--- config.mk ---
export PLATFORM = sky130hd
export DESIGN_NAME = int_to_decimal_ascii_padded
export DESIGN_NICKNAME = d
export VERILOG_FILES = /design/src/hw/rtl/itda_pkg.sv /design/src/hw/rtl/itda_bcd_cell.sv /design/src/hw/rtl/int_to_decimal_ascii_padded.sv
export SDC_FILE = /design/constraint.sdc
export NUM_CORES = 1
export LEC_CHECK = 0
export BUFFER_PORTS_ARGS = -buffer_cell sky130_fd_sc_hd__buf_2
export CORE_ASPECT_RATIO = 0.9
export CORE_MARGIN = 2
export CORE_UTILIZATION = 50
export DETAILED_ROUTE_END_ITERATION = 12
export PLACE_DENSITY = 0.68
export SYNTH_ARGS = -nofsm -noshare
export SYNTH_HDL_FRONTEND = slang
export SYNTH_HIERARCHICAL = 1
export SYNTH_SLANG_ARGS = --single-unit
export TNS_END_PERCENT = 10
--- constraint.sdc ---
create_clock -name clk -period 6.1 [get_ports clk]
set_input_delay 0.915 -clock clk [delete_from_list [all_inputs] [get_ports clk]]
set_output_delay 0.915 -clock clk [all_outputs]
set_load 0.1 [all_outputs]
--- src/hw/rtl/itda_pkg.sv ---
package itda_pkg;

    localparam int VALUE_W    = 32;
    localparam int CNT_W      = $clog2(VALUE_W);
    localparam int NUM_DIGITS = 10;   // 2147483648 has ten digits

    localparam logic [6:0] CHAR_ZERO  = 7'h30;
    localparam logic [6:0] CHAR_MINUS = 7'h2d;
    localparam logic [6:0] CHAR_ERR   = 7'h00;

    typedef struct packed {
        logic signed [VALUE_W-1:0] value;
        logic [6:0]                min_width;
    } req_t;

    typedef struct packed {
        logic [6:0] out_char;
        logic       last;
        logic       error;
    } rsp_t;

endpackage

--- src/hw/rtl/itda_bcd_cell.sv ---
// One BCD digit of the double-dabble chain.
module itda_bcd_cell
    import itda_pkg::*;
(
    input  logic       clk,
    input  logic       clr,
    input  logic       shift_en,
    input  logic       shift_in,
    output logic       shift_out,
    output logic [3:0] digit
);

    logic [3:0] digit_reg;
    logic [3:0] digit_next;
    logic [3:0] adj;

    // add 3 before the shift when the digit would overflow past 9
    assign adj       = (digit_reg >= 4'd5) ? digit_reg + 4'd3 : digit_reg;
    assign shift_out = adj[3];
    assign digit     = digit_reg;

    always_comb
    begin
        digit_next = digit_reg;
        if (clr)
        begin
            digit_next = 4'd0;
        end
        else if (shift_en)
        begin
            digit_next = {adj[2:0], shift_in};
        end
    end

    always_ff @(posedge clk)
    begin
        digit_reg <= digit_next;
    end

endmodule

--- src/hw/rtl/int_to_decimal_ascii_padded.sv ---
// Sequence: accept, a 32-step shift through the BCD cell chain, a width
//   check, then one character per cycle while the output is not stalled
//   (sign, pad zeros, digits) into the output register. Over-limit widths
//   go from accept straight to the error character. A new request is taken
//   only once the previous one has issued its last or error character.
// Reset: rst_n asynchronous, active low; clears the sequencer and output valid.
module int_to_decimal_ascii_padded
    import itda_pkg::*;
#(
    parameter int MAX_WIDTH = 32
)
(
    input  logic clk,
    input  logic rst_n,
    input  logic req_valid,
    output logic req_stall,
    input  req_t req_data,
    output logic rsp_valid,
    input  logic rsp_stall,
    output rsp_t rsp_data
);

    localparam int PW = $clog2(MAX_WIDTH);
    localparam logic [7:0] MAXW8 = 8'(MAX_WIDTH);

    // sequencer states
    localparam logic [2:0] ST_IDLE  = 3'd0;
    localparam logic [2:0] ST_CONV  = 3'd1;
    localparam logic [2:0] ST_CHECK = 3'd2;
    localparam logic [2:0] ST_EMIT  = 3'd3;
    localparam logic [2:0] ST_ERR   = 3'd4;

    logic [2:0]         state_reg, state_next;
    logic [CNT_W-1:0]   cnt_reg, cnt_next;
    logic [VALUE_W-1:0] mag_reg, mag_next;
    logic               neg_reg, neg_next;
    logic [6:0]         width_reg, width_next;
    logic               sign_reg, sign_next;
    logic [PW-1:0]      pos_reg, pos_next;
    logic               rsp_valid_reg, rsp_valid_next;
    rsp_t               rsp_reg, rsp_next;

    logic accept;
    logic slot_free;
    logic cell_clr;
    logic cell_shift;
    logic [NUM_DIGITS:0] carry;
    logic [3:0] digit [NUM_DIGITS];

    logic [3:0] num_digits;
    logic [6:0] natural_len;
    logic [6:0] total_len;
    logic [3:0] sel_digit;

    assign req_stall = (state_reg != ST_IDLE);
    assign accept    = req_valid && !req_stall;
    assign slot_free = !rsp_valid_reg || !rsp_stall;
    assign rsp_valid = rsp_valid_reg;
    assign rsp_data  = rsp_reg;

    // ------------------------------------------------------------------
    // Double-dabble chain: magnitude enters MSB first at cell 0, each cell
    // passes its top bit up to the next, one shift per cycle.
    // ------------------------------------------------------------------
    assign cell_clr   = accept;
    assign cell_shift = (state_reg == ST_CONV);
    assign carry[0]   = mag_reg[VALUE_W-1];

    genvar g;
    generate
        for (g = 0; g < NUM_DIGITS; g++)
        begin : g_cell
            itda_bcd_cell u_cell (
                .clk       (clk),
                .clr       (cell_clr),
                .shift_en  (cell_shift),
                .shift_in  (carry[g]),
                .shift_out (carry[g+1]),
                .digit     (digit[g])
            );
        end
    endgenerate

    // significant digit count (at least one, for zero)
    always_comb
    begin
        num_digits = 4'd1;
        for (int i = 1; i < NUM_DIGITS; i++)
        begin
            if (digit[i] != 4'd0)
            begin
                num_digits = 4'(i + 1);
            end
        end
    end

    assign natural_len = {3'd0, num_digits} + {6'd0, neg_reg};
    assign total_len   = (width_reg > natural_len) ? width_reg : natural_len;

    // positions above the top BCD digit are pad zeros
    assign sel_digit = ({{(8-PW){1'b0}}, pos_reg} < 8'(NUM_DIGITS)) ?
                       digit[pos_reg[3:0]] : 4'd0;

    // ------------------------------------------------------------------
    // Sequencer
    // ------------------------------------------------------------------
    always_comb
    begin
        state_next     = state_reg;
        cnt_next       = cnt_reg;
        mag_next       = mag_reg;
        neg_next       = neg_reg;
        width_next     = width_reg;
        sign_next      = sign_reg;
        pos_next       = pos_reg;
        rsp_valid_next = rsp_valid_reg && rsp_stall;
        rsp_next       = rsp_reg;

        unique case (state_reg)
            ST_IDLE:
            begin
                if (accept)
                begin
                    neg_next   = req_data.value[VALUE_W-1];
                    mag_next   = req_data.value[VALUE_W-1] ?
                                 (~req_data.value + 1'b1) : req_data.value;
                    width_next = req_data.min_width;
                    cnt_next   = '0;
                    if ({1'b0, req_data.min_width} > MAXW8)
                    begin
                        state_next = ST_ERR;
                    end
                    else
                    begin
                        state_next = ST_CONV;
                    end
                end
            end
            ST_CONV:
            begin
                mag_next = {mag_reg[VALUE_W-2:0], 1'b0};
                cnt_next = cnt_reg + 1'b1;
                if (cnt_reg == CNT_W'(VALUE_W - 1))
                begin
                    state_next = ST_CHECK;
                end
            end
            ST_CHECK:
            begin
                if (width_reg != 7'd0 && width_reg < natural_len)
                begin
                    state_next = ST_ERR;
                end
                else
                begin
                    sign_next  = neg_reg;
                    // the sign takes one of the total positions
                    pos_next   = PW'(total_len - 7'd1 - {6'd0, neg_reg});
                    state_next = ST_EMIT;
                end
            end
            ST_EMIT:
            begin
                if (slot_free)
                begin
                    rsp_valid_next = 1'b1;
                    rsp_next.error = 1'b0;
                    if (sign_reg)
                    begin
                        rsp_next.out_char = CHAR_MINUS;
                        rsp_next.last     = 1'b0;   // sign is never alone
                        sign_next         = 1'b0;
                    end
                    else
                    begin
                        rsp_next.out_char = CHAR_ZERO + {3'd0, sel_digit};
                        rsp_next.last     = (pos_reg == '0);
                        if (pos_reg == '0)
                        begin
                            state_next = ST_IDLE;
                        end
                        else
                        begin
                            pos_next = pos_reg - 1'b1;
                        end
                    end
                end
            end
            ST_ERR:
            begin
                if (slot_free)
                begin
                    rsp_valid_next    = 1'b1;
                    rsp_next.out_char = CHAR_ERR;
                    rsp_next.last     = 1'b1;
                    rsp_next.error    = 1'b1;
                    state_next        = ST_IDLE;
                end
            end
            default:
            begin
                state_next = ST_IDLE;
            end
        endcase
    end

    always_ff @(posedge clk or negedge rst_n)
    begin
        if (!rst_n)
        begin
            state_reg     <= ST_IDLE;
            rsp_valid_reg <= 1'b0;
        end
        else
        begin
            state_reg     <= state_next;
            rsp_valid_reg <= rsp_valid_next;
        end
    end

    always_ff @(posedge clk)
    begin
        cnt_reg   <= cnt_next;
        mag_reg   <= mag_next;
        neg_reg   <= neg_next;
        width_reg <= width_next;
        sign_reg  <= sign_next;
        pos_reg   <= pos_next;
        rsp_reg   <= rsp_next;
    end

    // ------------------------------------------------------------------
    // Assertions
    // ------------------------------------------------------------------
    a_err_is_last: assert property (@(posedge clk) disable iff (!rst_n)
        rsp_valid && rsp_data.error |-> rsp_data.last)
        else $error("error response without last");

    a_over_limit: assert property (@(posedge clk) disable iff (!rst_n)
        accept && ({1'b0, req_data.min_width} > MAXW8) |=> state_reg == ST_ERR)
        else $error("over-limit width not flagged");

    a_conv_runs: assert property (@(posedge clk) disable iff (!rst_n)
        state_reg == ST_CONV && cnt_reg != CNT_W'(VALUE_W - 1)
        |=> state_reg == ST_CONV)
        else $error("conversion cut short");

    a_no_req_busy: assert property (@(posedge clk) disable iff (!rst_n)
        state_reg == ST_EMIT || state_reg == ST_CONV |-> !accept)
        else $error("request accepted while busy");

endmodule

**Yosys cells after proc, flatten, opt, wreduce, memory -nomap -nowiden**

Index checks and enable logic that the tools add are counted.

- Reduce and logical (&&, ||, !) cells: 30
- Muxes and demuxes: 52
- $lt $le $gt $ge: 15
- Equal/unequal tests: 13
- Bitwise gates (word level): 2
- Add/subtract/negate cells: 17

Operators by type and width:

| kind | number |
|---|---|
| 2-to-1 mux 4 bit | 19 |
| 2-to-1 mux 32 bit | 2 |
| case mux 32 bit (2 select lines) | 1 |
| greater-or-equal comparator 4 x 3 -> 1 bit (second input constant) | 10 |
| adder 4 x 2 -> 4 bit (second input constant) | 9 |
| nonzero test 4 bit | 9 |
| adder 32 x 1 -> 32 bit (second input constant) | 1 |
| NOT 32 bit | 1 |
| 2-to-1 mux 5 bit | 6 |
| 2-to-1 mux 3 bit | 9 |
| case mux 5 bit (2 select lines) | 2 |
| 2-to-1 mux 9 bit | 2 |
| case mux 9 bit (2 select lines) | 1 |
| binary-select mux 4 bit (select 4 bit) | 1 |
| case mux 3 bit (5 select lines) | 1 |
| inequality test 2 bit (second input constant) | 7 |
| subtractor 5 x 1 -> 5 bit (second input constant) | 2 |
| 2-to-1 mux 8 bit | 1 |
| adder 6 x 4 -> 7 bit (first input constant) | 1 |
| greater-than comparator 7 x 5 -> 1 bit | 1 |
| greater-than comparator 7 x 6 -> 1 bit (second input constant) | 1 |
| less-than comparator 7 x 5 -> 1 bit | 1 |
| nonzero test 7 bit | 1 |
| == test 3 x 2 -> 1 bit (second input constant) | 2 |
| other kinds (26) | 38 |

- Word-level logic and storage cells: 150
- Register bits: 104
- Output and inout port bits: 11
- Input bits: 43

**Longest topological paths before layout**

- Depth in word-level cells: 17
- Mapped depth: 24
- Gate-level depth less buffers: 24

**Cells and area by module**

The synthesis kept the hierarchy.

By module, submodules not included:

| module | area an instance (um2) | cells each | seq. area each (um2) | times used |
|---|---|---|---|---|
| int_to_decimal_ascii_padded | 4,147.7 | 416 | 1,871.8 | 1 |
| itda_bcd_cell | 260.2 | 31 | 80.1 | 10 |

**Worst setup path before layout**

Ideal clock, no wire load.

- Kind: reg-to-reg
- From: register g_cell[2].u_cell.digit_reg[0]
- To: register pos_reg[4] (data pin)
- Slack: 1.615 ns
- Data required time: 5.836 ns
- Arrival time: 4.221 ns
- Clock period less this slack: 4.485 ns
- Cell stages (with the launch flop): 25
- Cell sequence: dfxtp_1 nor4_1 nand2b_1 nand2_1 nand2_1 a21bo_2 nand2_1 a21boi_0 ha_1 ha_1 inv_1 ha_1 nor2b_1 o311ai_0 mux2_2 a32oi_1 mux2_2 ha_1 inv_1 ha_1 nand2_1 xor2_1 nor2_1 mux2i_1 o21ai_0

- Longest elaborated chain between the ends: 16

Ends and longest elaborated chain:

| element | RTL line | RTL |
|---|---|---|
| from (decl) | itda_bcd_cell.sv:13 | `logic [3:0] digit_reg;` |
| from (signal assigned) | itda_bcd_cell.sv:37 | `digit_reg <= digit_next;` |
| nonzero test 4 bit (*) | int_to_decimal_ascii_padded.sv:90 | `if (digit[i] != 4'd0)` |
| 2-to-1 mux 2 bit (*) | int_to_decimal_ascii_padded.sv:90 |  |
| 2-to-1 mux 4 bit (*) (7 in series) | int_to_decimal_ascii_padded.sv:90 |  |
| adder 4 x 1 -> 5 bit (*) | int_to_decimal_ascii_padded.sv:97 | `assign natural_len = {3'd0, num_digits} + {6'd0, neg_reg};` |
| greater-than comparator 7 x 5 -> 1 bit | int_to_decimal_ascii_padded.sv:98 | `assign total_len = (width_reg > natural_len) ? width_reg : natural_len;` |
| 2-to-1 mux 5 bit (*) | int_to_decimal_ascii_padded.sv:98 |  |
| subtractor 5 x 1 -> 5 bit (*) (2 in series) | int_to_decimal_ascii_padded.sv:158 | `pos_next = PW'(total_len - 7'd1 - {6'd0, neg_reg});` |
| 2-to-1 mux 5 bit (*) | int_to_decimal_ascii_padded.sv:150 | `if (width_reg != 7'd0 && width_reg < natural_len)` |
| case mux 5 bit (2 select lines) (*) | int_to_decimal_ascii_padded.sv:119 | `unique case (state_reg)` |
| named net pos_next[4] | int_to_decimal_ascii_padded.sv:39 | `logic [PW-1:0] pos_reg, pos_next;` |
| to (signal assigned) | int_to_decimal_ascii_padded.sv:228 | `pos_reg <= pos_next;` |
| to (decl) | int_to_decimal_ascii_padded.sv:39 |  |

The timed path passes the listed nets; every way through them passes the cells marked *. The select of a mux whose other input is x is not followed.
A chain may end at the register's enable or synchronous reset.

**Worst setup path in the final report**

Same ends and word-level chain as after synthesis.

==> summary.txt <==
======================================================================================================
Result of the run ....................................................................... finished, final reports clean
CTS Root Buffer Type .................................................................... sky130_fd_sc_hd__clkbuf_16
Starting Density ........................................................................        50.7%
Power density over cell area ............................................................   351 nW/µm²
Antenna Diode Count .....................................................................            0
Via count ...............................................................................         5441
Flop-to-flop setup slack ................................................................      0.91 ns
Number of optimization iterations in the first detailed-route pass ......................            5
Detailed-route wire length per cell .....................................................      15.2 µm
Maximum buffer depth of the clock tree ..................................................            2
Number of global-route vias before repair ...............................................         5032
Worst hold slack across all endpoints ...................................................     0.353 ns
Synth Warn # ............................................................................            6
Remaining max-slew budget at the tightest pin ...........................................        28.5%
Die Area ................................................................................    14400 µm²
Reported leakage power ..................................................................      2.64 nW
Die H ...................................................................................       114 µm
DRC viols ...............................................................................            0
TritonCTS clock tree ....................................................................         done
Portion of the clock cycle consumed by the worst path in the final layout ...............        85.2%
First-iteration detailed-routing DRC count ..............................................          413
Maximum number of pins on one net before global-route repair ............................           95
Final Max Slew Viols ....................................................................            0
Number of nets in the synthesized netlist ...............................................          798
Data arrival at the endpoint of the critical path .......................................      5.29 ns
Boundary pin count ......................................................................           54
DP HPWL .................................................................................      10.1 mm
Final Hold Violating Endpoints ..........................................................            0
Clock insertion delay at the later pin of the skew report ...............................      0.35 ns
Start of the worst register-to-register path ............................................ g_cell[2].u_cell/digit[0]
Peak supply drop ........................................................................       183 µV
Setup crit start kind ...................................................................     register
Kind of path behind the tightest hold check ............................................. primary input to asynchronous set/reset pin
Clock transition at the register clock pins on the worst setup and hold paths after CTS .      0.07 ns
Sum of routed wire length over all layers ...............................................      14.2 mm
Antenna-violating nets left .............................................................            0
Number of buffer cells added on primary ports ...........................................           52
Area growth syn-to-layout ...............................................................        10.3%
Residual overflow from global routing ...................................................            0
Clock net sink count ....................................................................          103
Post-Synthesis Mean Instance Area .......................................................     9.32 µm²
Largest clock skew in the final design ..................................................   0.00983 ns
Post-synth design cell area .............................................................     6730 µm²
Post-placement setup slack ..............................................................      1.01 ns
Unrepaired setup endpoints after global routing .........................................        false
Worst-case setup margin in the final layout .............................................     0.906 ns
Initial antenna violation count .........................................................            0
CP Capture Type .........................................................................     register
Post-cts resize count ...................................................................            0
Die extent in x .........................................................................       126 µm
# H-tree levels .........................................................................            3
Avg Vias per Cell .......................................................................         5.84
Num rows ................................................................................           40
Post-layout nets ........................................................................          834
Share of post-route cells with drive strength above 1 ...................................        12.1%
Filler cell count .......................................................................         1137
Class of the most critical setup path ................................................... register to register
Worst reg2reg path depth ................................................................           24
Maxcap violations .......................................................................            0
Hold Buf Count CTS ......................................................................            0
Crit Reg-Reg Endpoint ...................................................................   pos_reg[4]
Total of endpoints with negative setup slack in the final report ........................            0
Transition time of the tightest slew-check pin ..........................................      1.07 ns
Placer Congestion .......................................................................        0.947
Highest achievable clock rate ...........................................................      193 MHz
Post-CTS setup buffer count .............................................................            0
Flip-flop count of the largest register after layout ....................................           40
Core box area ...........................................................................    13300 µm²
Largest driver fanout on the critical path ..............................................            7
Minimum clock period ....................................................................      5.19 ns
Number of buffers inserted during clock tree synthesis ..................................            9
Data required time of the critical path .................................................      6.20 ns
Accumulated negative setup slack ........................................................         0 ns
Post-synthesis cell count ...............................................................          722
First-pass GRT wire length ..............................................................      23.8 mm
GR Util All Layers ......................................................................        20.1%
======================================================================================================
-- power by group --
group	internal (W)	total (W)	switching, W
combinational	0.000259	0.000854	0.000595
sequential	0.000986	0.00108	0.0000960
clock	0.000413	0.000672	0.000258
-- cells in the final DEF (no fill, tap or decap), types with 7 or more instances in the layout --
| cell | n |
|---|---|
| sky130_fd_sc_hd__edfxtp_1 | 59 |
| sky130_fd_sc_hd__o21ai_0 | 65 |
| sky130_fd_sc_hd__nand2b_1 | 44 |
| sky130_fd_sc_hd__nand3_1 | 17 |
| sky130_fd_sc_hd__a2111o_1 | 20 |
| sky130_fd_sc_hd__nor2_1 | 41 |
| sky130_fd_sc_hd__clkbuf_16 | 9 |
| sky130_fd_sc_hd__ha_1 | 33 |
| sky130_fd_sc_hd__inv_1 | 37 |
| sky130_fd_sc_hd__mux2i_1 | 21 |
| sky130_fd_sc_hd__buf_2 | 52 |
| sky130_fd_sc_hd__nor3_1 | 7 |
| sky130_fd_sc_hd__o31ai_1 | 9 |
| sky130_fd_sc_hd__or3b_1 | 10 |
| sky130_fd_sc_hd__xor2_1 | 34 |
| sky130_fd_sc_hd__nand2_1 | 95 |
| sky130_fd_sc_hd__nor4_1 | 11 |
| sky130_fd_sc_hd__xnor2_1 | 7 |
| sky130_fd_sc_hd__dfxtp_1 | 40 |
| sky130_fd_sc_hd__nand3b_1 | 11 |
| sky130_fd_sc_hd__a21oi_1 | 37 |
| sky130_fd_sc_hd__o221ai_1 | 20 |
| sky130_fd_sc_hd__mux4_2 | 8 |
-- worst max-delay path: stages, from the launching register on --
cell and delay, ns:
sky130_fd_sc_hd__dfxtp_1 0.37, sky130_fd_sc_hd__nor4_1 0.46, sky130_fd_sc_hd__nand2b_1 0.09, sky130_fd_sc_hd__nand2_1 0.08, sky130_fd_sc_hd__nand2_1 0.05, sky130_fd_sc_hd__a21bo_2 0.22
sky130_fd_sc_hd__nand2_1 0.06, sky130_fd_sc_hd__a21boi_0 0.10, sky130_fd_sc_hd__ha_1 0.25, sky130_fd_sc_hd__a21oi_1 0.28, sky130_fd_sc_hd__ha_1 0.17, sky130_fd_sc_hd__nand2_1 0.05
sky130_fd_sc_hd__nor3_1 0.33, sky130_fd_sc_hd__o311ai_0 0.21, sky130_fd_sc_hd__mux2_2 0.32, sky130_fd_sc_hd__a32oi_1 0.53, sky130_fd_sc_hd__mux2_2 0.40, sky130_fd_sc_hd__ha_1 0.21
sky130_fd_sc_hd__inv_1 0.06, sky130_fd_sc_hd__ha_1 0.21, sky130_fd_sc_hd__nand2_1 0.08, sky130_fd_sc_hd__xor2_1 0.13, sky130_fd_sc_hd__nor2_1 0.05, sky130_fd_sc_hd__mux2i_1 0.15
sky130_fd_sc_hd__o21ai_0 0.09
-- per-layer routing --
layer  track usage [%]  routed length [µm]  up-vias
met5                 0                   0        -
met3              3.88                 520       28
met2              31.6                6440      122
met1              28.3                6930     2563
met4              6.45                 280        0
li1                  -                   -     2728
-- stage by stage --
stage / std cells / utilization, % / power (W) / area, µm²
CTS: 931 / 56.0 / 0.00263 / 7420
global route: 931 / 56.0 / 0.00276 / 7420
detailed placement: 915 / 53.3 / 0.00195 / 7070
global placement: 915 / 53.3 / 0.00192 / 7070
finish: 931 / 56.0 / 0.00261 / 7420
floorplan: 722 / - / 0.00177 / 6730
-- final cells by class --
class | instances | area [µm²] | share of cell area [%]
clock inverters | 5 | 104 | 1.40
clock buffers | 11 | 243 | 3.27
repair buffers | 56 | 290 | 3.91
multi-input cells | 549 | 3750 | 50.6
well taps | 168 | 210 | 2.83
inverters | 39 | 148 | 1.99
flip-flops and latches | 103 | 2670 | 36.0
-- worst max-delay path by stage --
| stage | startpoint | endpoint | slack, ns | cells past startpoint |
|---|---|---|---|---|
| floorplan | g_cell[2].u_cell/digit[0] | pos_reg[4] | 1.62 | 24 |
| finish | g_cell[2].u_cell/digit[0] | pos_reg[4] | 0.91 | 24 |
| global placement | g_cell[2].u_cell/digit[0] | pos_reg[4] | 1.21 | 24 |
| detailed placement | g_cell[2].u_cell/digit[0] | pos_reg[4] | 1.01 | 24 |
| CTS | g_cell[2].u_cell/digit[0] | pos_reg[4] | 0.95 | 24 |
| global route | g_cell[2].u_cell/digit[0] | pos_reg[4] | 0.30 | 24 |
Power figures use the tool's default switching activity.
